==> src/crcfc_pkg.sv <==
// ============================================================================
// crcfc_pkg
// Shared types, constants and the byte-wide CRC-16 update for the frame
// checker.
// ============================================================================
`default_nettype none

package crcfc_pkg;

    localparam logic [7:0]  START_MARKER_RST = 8'h9B;
    localparam logic [7:0]  END_MARKER_RST   = 8'h9D;
    localparam logic [7:0]  HEIGHT_TYPE_RST  = 8'h12;
    localparam logic [15:0] CRC_INIT         = 16'hFFFF;
    localparam logic [15:0] CRC_POLY         = 16'hA001;
    localparam logic [7:0]  COUNT_MAX        = 8'hFF;
    localparam int          MIN_LEN          = 4;

    typedef enum logic [1:0] {
        REG_START_MARKER = 2'd0,
        REG_END_MARKER   = 2'd1,
        REG_HEIGHT_TYPE  = 2'd2
    } reg_idx_t;

    typedef enum logic [2:0] {
        ST_OK        = 3'd0,
        ST_SHORT     = 3'd1,
        ST_BAD_START = 3'd2,
        ST_BAD_END   = 3'd3,
        ST_CRC_ERR   = 3'd4
    } status_t;

    typedef struct packed {
        logic [7:0] start_marker;
        logic [7:0] end_marker;
        logic [7:0] height_type;
    } cfg_t;

    typedef struct packed {
        logic [7:0]  frame_length;
        logic [15:0] received_crc;
        logic [15:0] computed_crc;
        logic        is_height;
        logic [7:0]  message_type;
        status_t     status;
    } verdict_t;

    // reflected CRC-16, one byte, unrolled over its eight bits
    function automatic logic [15:0] crc_feed(input logic [15:0] crc_in,
                                             input logic [7:0]  b);
        logic [15:0] c;
        c = crc_in ^ {8'h00, b};
        for (int k = 0; k < 8; k++) begin
            if (c[0]) begin
                c = (c >> 1) ^ CRC_POLY;
            end else begin
                c = c >> 1;
            end
        end
        return c;
    endfunction

endpackage

`default_nettype wire

==> src/crc16_frame_checker_top.sv <==
// ============================================================================
// crc16_frame_checker_top
// Byte-stream frame checker: CRC-16 (Modbus) over the body, marker checks,
// one verdict word per frame.
//
//   channel | dir | ports                          | content
//   s_      | in  | s_tvalid s_tready s_tdata s_tlast | frame byte, last-byte flag
//   m_      | out | m_tvalid m_tready m_tdata       | verdict, one per frame
//   cfg_    | in  | cfg_we cfg_addr cfg_wdata      | marker and type registers
//
// One byte per cycle sustained: input register, then one unrolled 8-bit CRC
// update and compare, then the verdict register.
// aresetn (synchronous) clears frame state and restores register defaults.
// A stalled verdict only holds back a following last byte; body bytes flow.
// ============================================================================
`default_nettype none

module crc16_frame_checker_top (
    input  wire logic        aclk,
    input  wire logic        aresetn,
    input  wire logic        s_tvalid,
    output      logic        s_tready,
    input  wire logic [7:0]  s_tdata,   // [7:0] data_byte
    input  wire logic        s_tlast,
    output      logic        m_tvalid,
    input  wire logic        m_tready,
    output      logic [55:0] m_tdata,   // status, message_type, is_height,
                                        // computed_crc, received_crc,
                                        // frame_length, zero pad
    input  wire logic        cfg_we,
    input  wire logic [1:0]  cfg_addr,
    input  wire logic [7:0]  cfg_wdata
);

    crcfc_pkg::cfg_t     cfg;
    crcfc_pkg::verdict_t verdict;

    logic                in_valid_reg, in_valid_next;
    logic [7:0]          in_byte_reg;
    logic                in_last_reg;
    logic                out_valid_reg, out_valid_next;
    crcfc_pkg::verdict_t out_reg;
    logic                advance;

    assign advance  = in_valid_reg && (!in_last_reg || !out_valid_reg || m_tready);
    assign s_tready = !in_valid_reg || advance;

    assign in_valid_next  = s_tready ? s_tvalid : in_valid_reg;
    assign out_valid_next = (advance && in_last_reg) || (out_valid_reg && !m_tready);

    always_ff @(posedge aclk) begin
        if (!aresetn) begin
            in_valid_reg  <= 1'b0;
            out_valid_reg <= 1'b0;
        end else begin
            in_valid_reg  <= in_valid_next;
            out_valid_reg <= out_valid_next;
        end
    end

    always_ff @(posedge aclk) begin
        if (s_tready && s_tvalid) begin
            in_byte_reg <= s_tdata;
            in_last_reg <= s_tlast;
        end
        if (advance && in_last_reg) begin
            out_reg <= verdict;
        end
    end

    crcfc_regs u_regs (
        .aclk      (aclk),
        .aresetn   (aresetn),
        .cfg_we    (cfg_we),
        .cfg_addr  (cfg_addr),
        .cfg_wdata (cfg_wdata),
        .cfg       (cfg)
    );

    crcfc_core u_core (
        .aclk      (aclk),
        .aresetn   (aresetn),
        .cfg       (cfg),
        .step      (advance),
        .data_byte (in_byte_reg),
        .last      (in_last_reg),
        .verdict   (verdict)
    );

    assign m_tvalid = out_valid_reg;
    assign m_tdata  = {4'h0, out_reg.frame_length, out_reg.received_crc,
                       out_reg.computed_crc, out_reg.is_height,
                       out_reg.message_type, out_reg.status};

    a_verdict_from_last: assert property (@(posedge aclk) disable iff (!aresetn)
        $rose(out_valid_reg) |-> $past(advance && in_last_reg))
        else $error("verdict appeared without a last byte");

    a_no_overwrite: assert property (@(posedge aclk) disable iff (!aresetn)
        out_valid_reg && !m_tready |-> !(advance && in_last_reg))
        else $error("pending verdict overwritten");

    a_input_held: assert property (@(posedge aclk) disable iff (!aresetn)
        in_valid_reg && !advance |=> in_valid_reg && $stable(in_byte_reg))
        else $error("held input byte lost");

endmodule

`default_nettype wire

==> src/crcfc_regs.sv <==
// ============================================================================
// crcfc_regs
// Configuration registers: start marker, end marker, height type.
// ============================================================================
`default_nettype none

module crcfc_regs (
    input  wire logic             aclk,
    input  wire logic             aresetn,
    input  wire logic             cfg_we,
    input  wire logic [1:0]       cfg_addr,
    input  wire logic [7:0]       cfg_wdata,
    output crcfc_pkg::cfg_t       cfg
);

    crcfc_pkg::cfg_t cfg_reg;
    crcfc_pkg::cfg_t cfg_next;

    always_comb begin
        cfg_next = cfg_reg;
        if (cfg_we) begin
            case (cfg_addr)
                crcfc_pkg::REG_START_MARKER: cfg_next.start_marker = cfg_wdata;
                crcfc_pkg::REG_END_MARKER:   cfg_next.end_marker   = cfg_wdata;
                crcfc_pkg::REG_HEIGHT_TYPE:  cfg_next.height_type  = cfg_wdata;
                default: ;
            endcase
        end
    end

    always_ff @(posedge aclk) begin
        if (!aresetn) begin
            cfg_reg.start_marker <= crcfc_pkg::START_MARKER_RST;
            cfg_reg.end_marker   <= crcfc_pkg::END_MARKER_RST;
            cfg_reg.height_type  <= crcfc_pkg::HEIGHT_TYPE_RST;
        end else begin
            cfg_reg <= cfg_next;
        end
    end

    assign cfg = cfg_reg;

endmodule

`default_nettype wire

==> src/crcfc_core.sv <==
// ============================================================================
// crcfc_core
// Per-frame state (running CRC, three-byte delay line, byte count, start and
// type captures) and the end-of-frame verdict.
// ============================================================================
`default_nettype none

module crcfc_core (
    input  wire logic            aclk,
    input  wire logic            aresetn,
    input  wire crcfc_pkg::cfg_t cfg,
    input  wire logic            step,
    input  wire logic [7:0]      data_byte,
    input  wire logic            last,
    output crcfc_pkg::verdict_t  verdict
);

    logic [15:0] crc_reg,      crc_next;
    logic [7:0]  dly0_reg,     dly0_next;
    logic [7:0]  dly1_reg,     dly1_next;
    logic [7:0]  dly2_reg,     dly2_next;
    logic [7:0]  count_reg,    count_next;
    logic        start_ok_reg, start_ok_next;
    logic [7:0]  type_reg,     type_next;

    logic [15:0] crc_upd;
    logic        start_ok_upd;
    logic [7:0]  type_upd;
    logic [7:0]  len;
    logic [15:0] rx;
    logic        short_frame;

    assign start_ok_upd = (count_reg == 8'd0) ? (data_byte == cfg.start_marker) : start_ok_reg;
    assign type_upd     = (count_reg == 8'd2) ? data_byte : type_reg;
    assign crc_upd      = (count_reg >= 8'(crcfc_pkg::MIN_LEN))
                        ? crcfc_pkg::crc_feed(crc_reg, dly2_reg) : crc_reg;
    assign len          = (count_reg != crcfc_pkg::COUNT_MAX) ? count_reg + 8'd1
                                                              : crcfc_pkg::COUNT_MAX;
    assign rx           = {dly1_reg, dly0_reg};
    assign short_frame  = (len < 8'(crcfc_pkg::MIN_LEN));

    always_comb begin
        verdict.message_type = type_upd;
        verdict.frame_length = len;
        verdict.computed_crc = short_frame ? crcfc_pkg::CRC_INIT : crc_upd;
        verdict.received_crc = short_frame ? 16'h0000 : rx;
        if (short_frame) begin
            verdict.status = crcfc_pkg::ST_SHORT;
        end else if (!start_ok_upd) begin
            verdict.status = crcfc_pkg::ST_BAD_START;
        end else if (data_byte != cfg.end_marker) begin
            verdict.status = crcfc_pkg::ST_BAD_END;
        end else if (rx != crc_upd) begin
            verdict.status = crcfc_pkg::ST_CRC_ERR;
        end else begin
            verdict.status = crcfc_pkg::ST_OK;
        end
        verdict.is_height = (verdict.status == crcfc_pkg::ST_OK)
                         && (type_upd == cfg.height_type);
    end

    always_comb begin
        crc_next      = crc_reg;
        dly0_next     = dly0_reg;
        dly1_next     = dly1_reg;
        dly2_next     = dly2_reg;
        count_next    = count_reg;
        start_ok_next = start_ok_reg;
        type_next     = type_reg;
        if (step) begin
            if (last) begin
                crc_next      = crcfc_pkg::CRC_INIT;
                dly0_next     = 8'd0;
                dly1_next     = 8'd0;
                dly2_next     = 8'd0;
                count_next    = 8'd0;
                start_ok_next = 1'b0;
                type_next     = 8'd0;
            end else begin
                crc_next      = crc_upd;
                dly2_next     = dly1_reg;
                dly1_next     = dly0_reg;
                dly0_next     = data_byte;
                count_next    = len;
                start_ok_next = start_ok_upd;
                type_next     = type_upd;
            end
        end
    end

    always_ff @(posedge aclk) begin
        if (!aresetn) begin
            crc_reg      <= crcfc_pkg::CRC_INIT;
            dly0_reg     <= 8'd0;
            dly1_reg     <= 8'd0;
            dly2_reg     <= 8'd0;
            count_reg    <= 8'd0;
            start_ok_reg <= 1'b0;
            type_reg     <= 8'd0;
        end else begin
            crc_reg      <= crc_next;
            dly0_reg     <= dly0_next;
            dly1_reg     <= dly1_next;
            dly2_reg     <= dly2_next;
            count_reg    <= count_next;
            start_ok_reg <= start_ok_next;
            type_reg     <= type_next;
        end
    end

    a_idle_state_clean: assert property (@(posedge aclk) disable iff (!aresetn)
        count_reg == 8'd0 |-> (crc_reg == crcfc_pkg::CRC_INIT) && !start_ok_reg)
        else $error("frame state not clean at byte zero");

    a_last_clears: assert property (@(posedge aclk) disable iff (!aresetn)
        step && last |=> count_reg == 8'd0 && type_reg == 8'd0)
        else $error("frame state not cleared after last byte");

    a_count_saturates: assert property (@(posedge aclk) disable iff (!aresetn)
        step && !last && count_reg == crcfc_pkg::COUNT_MAX |=> count_reg == crcfc_pkg::COUNT_MAX)
        else $error("byte count wrapped");

    a_crc_frozen_early: assert property (@(posedge aclk) disable iff (!aresetn)
        step && !last && count_reg < 8'(crcfc_pkg::MIN_LEN) |=> $stable(crc_reg))
        else $error("crc changed before delay line filled");

endmodule

`default_nettype wire

==> config.mk <==
export PLATFORM = sky130hd
export DESIGN_NAME = crc16_frame_checker_top
export DESIGN_NICKNAME = d
export VERILOG_FILES = /design/src/crcfc_pkg.sv /design/src/crc16_frame_checker_top.sv /design/src/crcfc_regs.sv /design/src/crcfc_core.sv
export SDC_FILE = /design/constraint.sdc
export NUM_CORES = 1
export LEC_CHECK = 0
export BUFFER_PORTS_ARGS = -buffer_cell sky130_fd_sc_hd__buf_2
export CAP_MARGIN = 10
export CORE_MARGIN = 4
export CORE_UTILIZATION = 50
export CTS_CLUSTER_DIAMETER = 60
export CTS_CLUSTER_SIZE = 30
export DETAILED_ROUTE_END_ITERATION = 7
export PLACE_DENSITY_LB_ADDON = 0.3
export RECOVER_POWER = 25
export SYNTH_ARGS = -nofsm -noshare
export SYNTH_HDL_FRONTEND = slang
export SYNTH_SLANG_ARGS = --single-unit
==> constraint.sdc <==
create_clock -name aclk -period 5.15 [get_ports aclk]
set_clock_uncertainty 0.05 [all_clocks]
set_input_delay 0 -clock aclk [delete_from_list [all_inputs] [get_ports aclk]]
set_output_delay 0 -clock aclk [all_outputs]
set_load 0.03 [all_outputs]
==> Word level (Yosys, flattened, before mapping) <==
Cells that the tools add are included.
W data, S select, Z words.
{ "word_totals": {"reg_bits": 144, "word_cells": 82} }
{ "classes": {"n_addsub": 1, "order_cmp": 2, "eq_ne": 8, "muxes": 23, "bitwise_logic": 9, "n_reduce_logical": 19} }
{ "op_table": {"columns": ["op", "n"], "rows": [
  ["$mux W16", 10],
  ["$mux W8", 7],
  ["$not A2 Y3", 8],
  ["$eq A8 B8 Y1", 2],
  ["$ne A16 B16 Y1", 1],
  ["$xor A16 B8 Y16", 1],
  ["$mux W3", 4],
  ["$add A8 B1 Y8 const B", 1],
  ["$eq A8 B2 Y1 const B", 1],
  ["$ge A8 B3 Y1 const B", 1],
  ["$logic_not A8 Y1", 1],
  ["$lt A8 B3 Y1 const B", 1],
  ["$ne A8 B8 Y1", 1],
  ["$ne A8 B8 Y1 const B", 1],
  ["$reduce_and A2 Y1", 3],
  ["$logic_and A1 B1 Y1", 5],
  ["$logic_not A1 Y1", 4],
  ["$logic_or A1 B1 Y1", 4],
  ["$logic_not A3 Y1", 1],
  ["$eq A2 B1 Y1 const B", 1],
  ["$eq A2 B2 Y1 const B", 1],
  ["$logic_not A2 Y1", 1],
  ["$mux W1", 2]
]} }

==> Longest topological paths before layout <==
{ "depth": {"word_depth": 25, "depth_mapped": 10, "depth_no_buf": 8} }

==> Cells and area by module <==
A second synthesis with hierarchy kept.
{ "unflattened": {"cells_unflattened": 667, "area_unflattened_um2": 6884.1} }
{ "by_module_without_submodules": {"columns": ["mod", "instances", "cells_per_inst", "area_per_inst_um2", "seq_area_each_um2"], "rows": [
  ["crcfc_core", 1, 491, 3905.0, 1141.1],
  ["crc16_frame_checker_top", 1, 78, 1981.9, 1871.8],
  ["crcfc_regs", 1, 98, 997.2, 480.5]
]} }

==> Worst setup path after synthesis <==
Ideal clock, no wire load.
{ "synth_path": {"path_type": "reg-to-reg", "from": "register out_valid_reg, in the netlist m_tvalid", "to": "register u_core.crc_reg[12]", "arrival_time_ps": 3592, "path_slack_ps": 1429, "path_stages_with_launch": 9, "path_buffers": 2, "synth_period_minus_slack_ps": 3721, "path_cell_list": "dfxtp_1 > nor2b_1 > nand2_1 > nand2_1 > nor2_1 > nor2b_1 > clkbuf_1 > clkbuf_1 > o211ai_1"} }
{ "synth_between": {"elab_chain_cells": 4} }
{ "synth_lines": {"columns": ["item", "line_no", "source"], "rows": [
  ["from (decl)", "crc16_frame_checker_top.sv:41", "logic out_valid_reg, out_valid_next;"],
  ["from (signal assigned)", "crc16_frame_checker_top.sv:57", "out_valid_reg <= out_valid_next;"],
  ["$logic_not A1 Y1", "crc16_frame_checker_top.sv:45", "assign advance = in_valid_reg && (!in_last_reg || !out_valid_reg || m_tready);"],
  ["$logic_or A1 B1 Y1 (2 in series)", "crc16_frame_checker_top.sv:45", null],
  ["$logic_and A1 B1 Y1", "crc16_frame_checker_top.sv:45", null],
  ["to (signal assigned)", "crcfc_core.sv:93", "crc_reg <= crcfc_pkg::CRC_INIT;"],
  ["to (signal assigned)", "crcfc_core.sv:101", "crc_reg <= crc_next;"],
  ["to (decl)", "crcfc_core.sv:18", "logic [15:0] crc_reg, crc_next;"]
]} }
No other way between the ends.
A chain may end at the register's enable or synchronous reset.

==> Worst setup path after layout <==
{ "layout_path": {"from": "register u_core.count_reg[1]", "to": "register out_reg, in the netlist m_tdata[40], data pin"} }
{ "layout_between": {"elab_chain_cells": 3} }
{ "layout_lines": {"columns": ["item", "line_no", "source"], "rows": [
  ["from (decl)", "crcfc_core.sv:22", "logic [7:0] count_reg, count_next;"],
  ["from (signal assigned)", "crcfc_core.sv:105", "count_reg <= count_next;"],
  ["$add A8 B1 Y8 / $ne A8 B8 Y1 (equally long branches)", "crcfc_core.sv:37", "assign len = (count_reg != crcfc_pkg::COUNT_MAX) ? count_reg + 8'd1"],
  ["$mux W8 (*)", "crcfc_core.sv:37", null],
  ["$lt A8 B3 Y1 (*)", "crcfc_core.sv:40", "assign short_frame = (len < 8'(crcfc_pkg::MIN_LEN));"],
  ["to (signal assigned)", "crc16_frame_checker_top.sv:67", "out_reg <= verdict;"],
  ["to (decl)", "crc16_frame_checker_top.sv:42", "crcfc_pkg::verdict_t out_reg;"]
]} }
Mark *: on every way between the ends. The rest lies on a longest branch, timed or not.

==> metrics.md <==
| Metric | Value |
|---|---|
| Status | complete, no violations |
| Top FF cell, synth | dfxtp_1 |
| TritonCTS buffer count | 17 |
| 1st-iter DRT viols | 349 |
| Vias | between 4,000 and 5,000 |
| Wire per inst | about 17 µm |
| Die area | 0.01493 mm² |
| Initial Utilization | 51.46% |
| Critical path's slowest cell | nand3b_1 |
| Synth cell types | slightly below 60 |
| Dpl ws | 2.037 ns |
| Count of state elements after synthesis | approximately 140 |
| CP Class | reg2reg |
| Synthesized netlist cell count | approximately 630 |
| Drt pass-1 iters | 7 |
| Fin. max-slew vios | 0 |
| First-pass GRT wire length | 24,820 µm |
| Final nets | 742 |
| CTS clk-pin slew, worst paths | ~0.060 ns |
| Worst r2r path cells | 7 |
| CP Capture Point | m_tdata[40] |
| Mean Syn Cell Area | 10.38 µm² |
| Post-detail-place hpwl | 10,740 µm |
| DRC viols | 0 |
| Die H | ~120 µm |
| Capture point of the worst reg-to-reg path | m_tdata[40] |
| Cell area after synthesis | about 0.0065 mm² |
| CP arrival | between 3 and 4 ns |
| Sw Pwr | 554.9 µW |
| Share of cells above drive strength 1 | 10.44% |
| Measured slew at the worst slew-check pin | approximately 1.2 ns |
| Synth top area cells | edfxtp_1 28%, dfxtp_1 25%, nand2_1 6.2% |
| Vias in the first global route | 4,857 |
| Top-area cell type share of the netlist area | 28.09% |
| Number of flip-flops in the largest register | 52 |
| Ys Warns | 0 |
| CP Capture Type | flip-flop |
| Cell taking the most area after synthesis | edfxtp_1 |
| Crit-path cells | ha_1 -> and3_1 -> nand3_1 -> mux2i_1 -> nor4bb_1 -> nand3b_1 -> and2_1 |
| PostCTS Resize Cnt | 0 |
| Post-route setup TNS | 0 ns |
| CP Launch Type | flip-flop |
| CTS Buffer Depth | 2 |
| Fin crit share | 61.34% |
| Flop pwr share | 45.9% |
| Grt ovf | 0 |
| Worst R2R Start | u_core.count_reg[1] |
| Crit Path Max Fanout | 28 |
| Max VDD drop | 0.2626 mV |
| Total global-route track usage | 21.97% |
| Worst Setup SP | u_core.count_reg[1] |
| Combinational fraction of design power | 4.9% |
| Post-Place Cells | 843 |
| Pwr dens | ~350 mW/mm² |
| Initial antenna violation count | 0 |
| FMAX | 0.3165 GHz |
| Core ar. | 0.01267 mm² |
| Area delta synth->final | 19.73% |
| Input/output buffers | 77 |
| Clock network power share | 49.2% |
| Worst Hold Class | in2reg |
| # Max-Cap Violations | 0 |
| Register area share after synthesis | 53.58% |
| Sw frac | between 20% and 30% |
| Largest net degree at the start of global routing | between 60 and 70 |
| IO Pins | 82 |
| TritonCTS clock tree | yes |
| Routability cong. | 0.9477 |
| Async set or reset register ratio after synthesis | 0% |
| Final Util | 61.61% |
| P_leak | 2.875 nW |
| RSZ-0062 raised after global routing | false |
| Critical Path RT | about 5.3 ns |
| Final Hold Fails | 0 |
| Die X | ~120 µm |
| Non-Filler Instances | 900 |
| Antenna viol nets, final | 0 |
| ANT cells | 0 |
| Slowest stage delay, CP | 0.76 ns |
| Clock sinks | approximately 140 |
| Post-Route WL | 15,690 µm |
| Clock root cell | clkbuf_16 |
| Setup Fix Bufs, Post-CTS | 0 |
| Hold Buf Count CTS | 25 |
| Post-synth EDFFs | 61 |
| Fill cells | 1,081 |
| Setup violations, final | 0 |
| Placement Rows | 41 |
| Flop-to-flop setup slack | 1.99 ns |
| Clock Latency Late Sink | 0.43 ns |
| Htree depth | 4 |
| Final WS setup | 1.991 ns |
| Vias per cell | 5.453 |
| Min cycle time layout | 3.159 ns |
| Slew HR | 17.87% |
| Int Pwr | approximately 2.1 mW |
cells by family after synthesis:
family	after synthesis	synth area share, %
AOI/OAI and AO/OA	100	11.07
xor gates and xnor gates	60	8.923
adders and majority gates	3	0.5758
buffers and inverters	54	3.588
DFF	144	53.58
muxes	22	3.531
other	1	0.05752
and+or+nand+nor	244	18.67
synthesized netlist by cell type (all sizes together), types with 4 or more instances:
| cell | count |
|---|---|
| dfxtp | 83 |
| nand4 | 6 |
| clkbuf | 28 |
| mux2i | 14 |
| nor4 | 7 |
| nand3 | 48 |
| xor2 | 27 |
| nor2 | 17 |
| o211ai | 12 |
| a21oi | 10 |
| edfxtp | 61 |
| o221ai | 4 |
| inv | 15 |
| mux2 | 8 |
| xnor2 | 30 |
| buf | 11 |
| nor2b | 27 |
| nor3 | 4 |
| a21boi | 32 |
| a22oi | 17 |
| and2 | 13 |
| o21ai | 8 |
| nand2 | 108 |
area by class of cell:
class	count	area, µm²	share of cell area (%)
inverters	15	56.30	0.7213
multi-input cells	433	2811	36.02
clock buffers	20	456.7	5.850
clock inverters	12	187.7	2.404
well taps	172	215.2	2.757
flip-flops and latches	144	3493	44.75
repair buffers	104	585.6	7.501
power groups by stage:
stage,Sequential (mW),Combinational (mW),Clock [mW]
2_1_floorplan,1.26,0.0752,0
3_3_place_gp,1.26,0.115,0
3_5_place_dp,1.26,0.118,0
4_1_cts,1.24,0.132,1.34
5_1_grt,1.24,0.144,1.39
6_report,1.24,0.131,1.33
metal layers:
metal  track usage [%]  part of all wire, %  wire [µm]  vias up
met5                 0                    0          0        -
met4             9.517                  2.1        328        0
met3             6.128                  7.2       1124       32
met2             34.32                   47       7320      186
met1             28.72                   44       6912     2318
li1                  -                    -          -     2372
stage by stage:
stage / hold slack, ns / instance area (µm²) / power [mW]
floorplan: 0.04887 / 6531 / 1.339
global placement: 0.1270 / 6977 / 1.374
detailed placement: 0.1281 / 6977 / 1.378
CTS: 0.05959 / 7871 / 2.712
global route: 0.1132 / 7806 / 2.775
finish: 0.08609 / 7806 / 2.694
worst min path at each step:
stage,startpoint,end,slack [ns],cells past startpoint
2_1_floorplan,s_tdata[0],in_byte_reg[0],0.05,0
3_3_place_gp,s_tdata[5],in_byte_reg[5],0.13,1
3_5_place_dp,s_tdata[1],in_byte_reg[1],0.13,1
4_1_cts,cfg_we,u_regs.cfg[8],0.06,4
5_1_grt,cfg_we,u_regs.cfg[8],0.11,4
6_report,cfg_we,u_regs.cfg[10],0.09,4
placed cells by master, fill, tap and decap left out, types with 5 or more instances in the layout:
cell and instances:
clkbuf_16 17, dfxtp_1 83, nor2b_1 27, mux2i_1 14, buf_2 25, a21oi_1 10
and2_1 13, bufinv_16 5, clkbuf_1 53, a22oi_1 17, xnor2_1 29, a21boi_0 32
mux2_2 8, o21ai_0 8, nand4_1 6, o211ai_1 12, dlygate4sd3_1 25, nand3_1 47
nor2_1 16, edfxtp_1 61, inv_1 14, xor2_1 26, nand2_1 107
critical path, delay by kind of cell (launching register included):
kind / cells / cell delay, ns
adders and majority gates: 1 / 0.22
DFF: 1 / 0.41
muxes: 1 / 0.24
and+or+nand+nor: 5 / 1.97
Power figures use the tool's default switching activity.
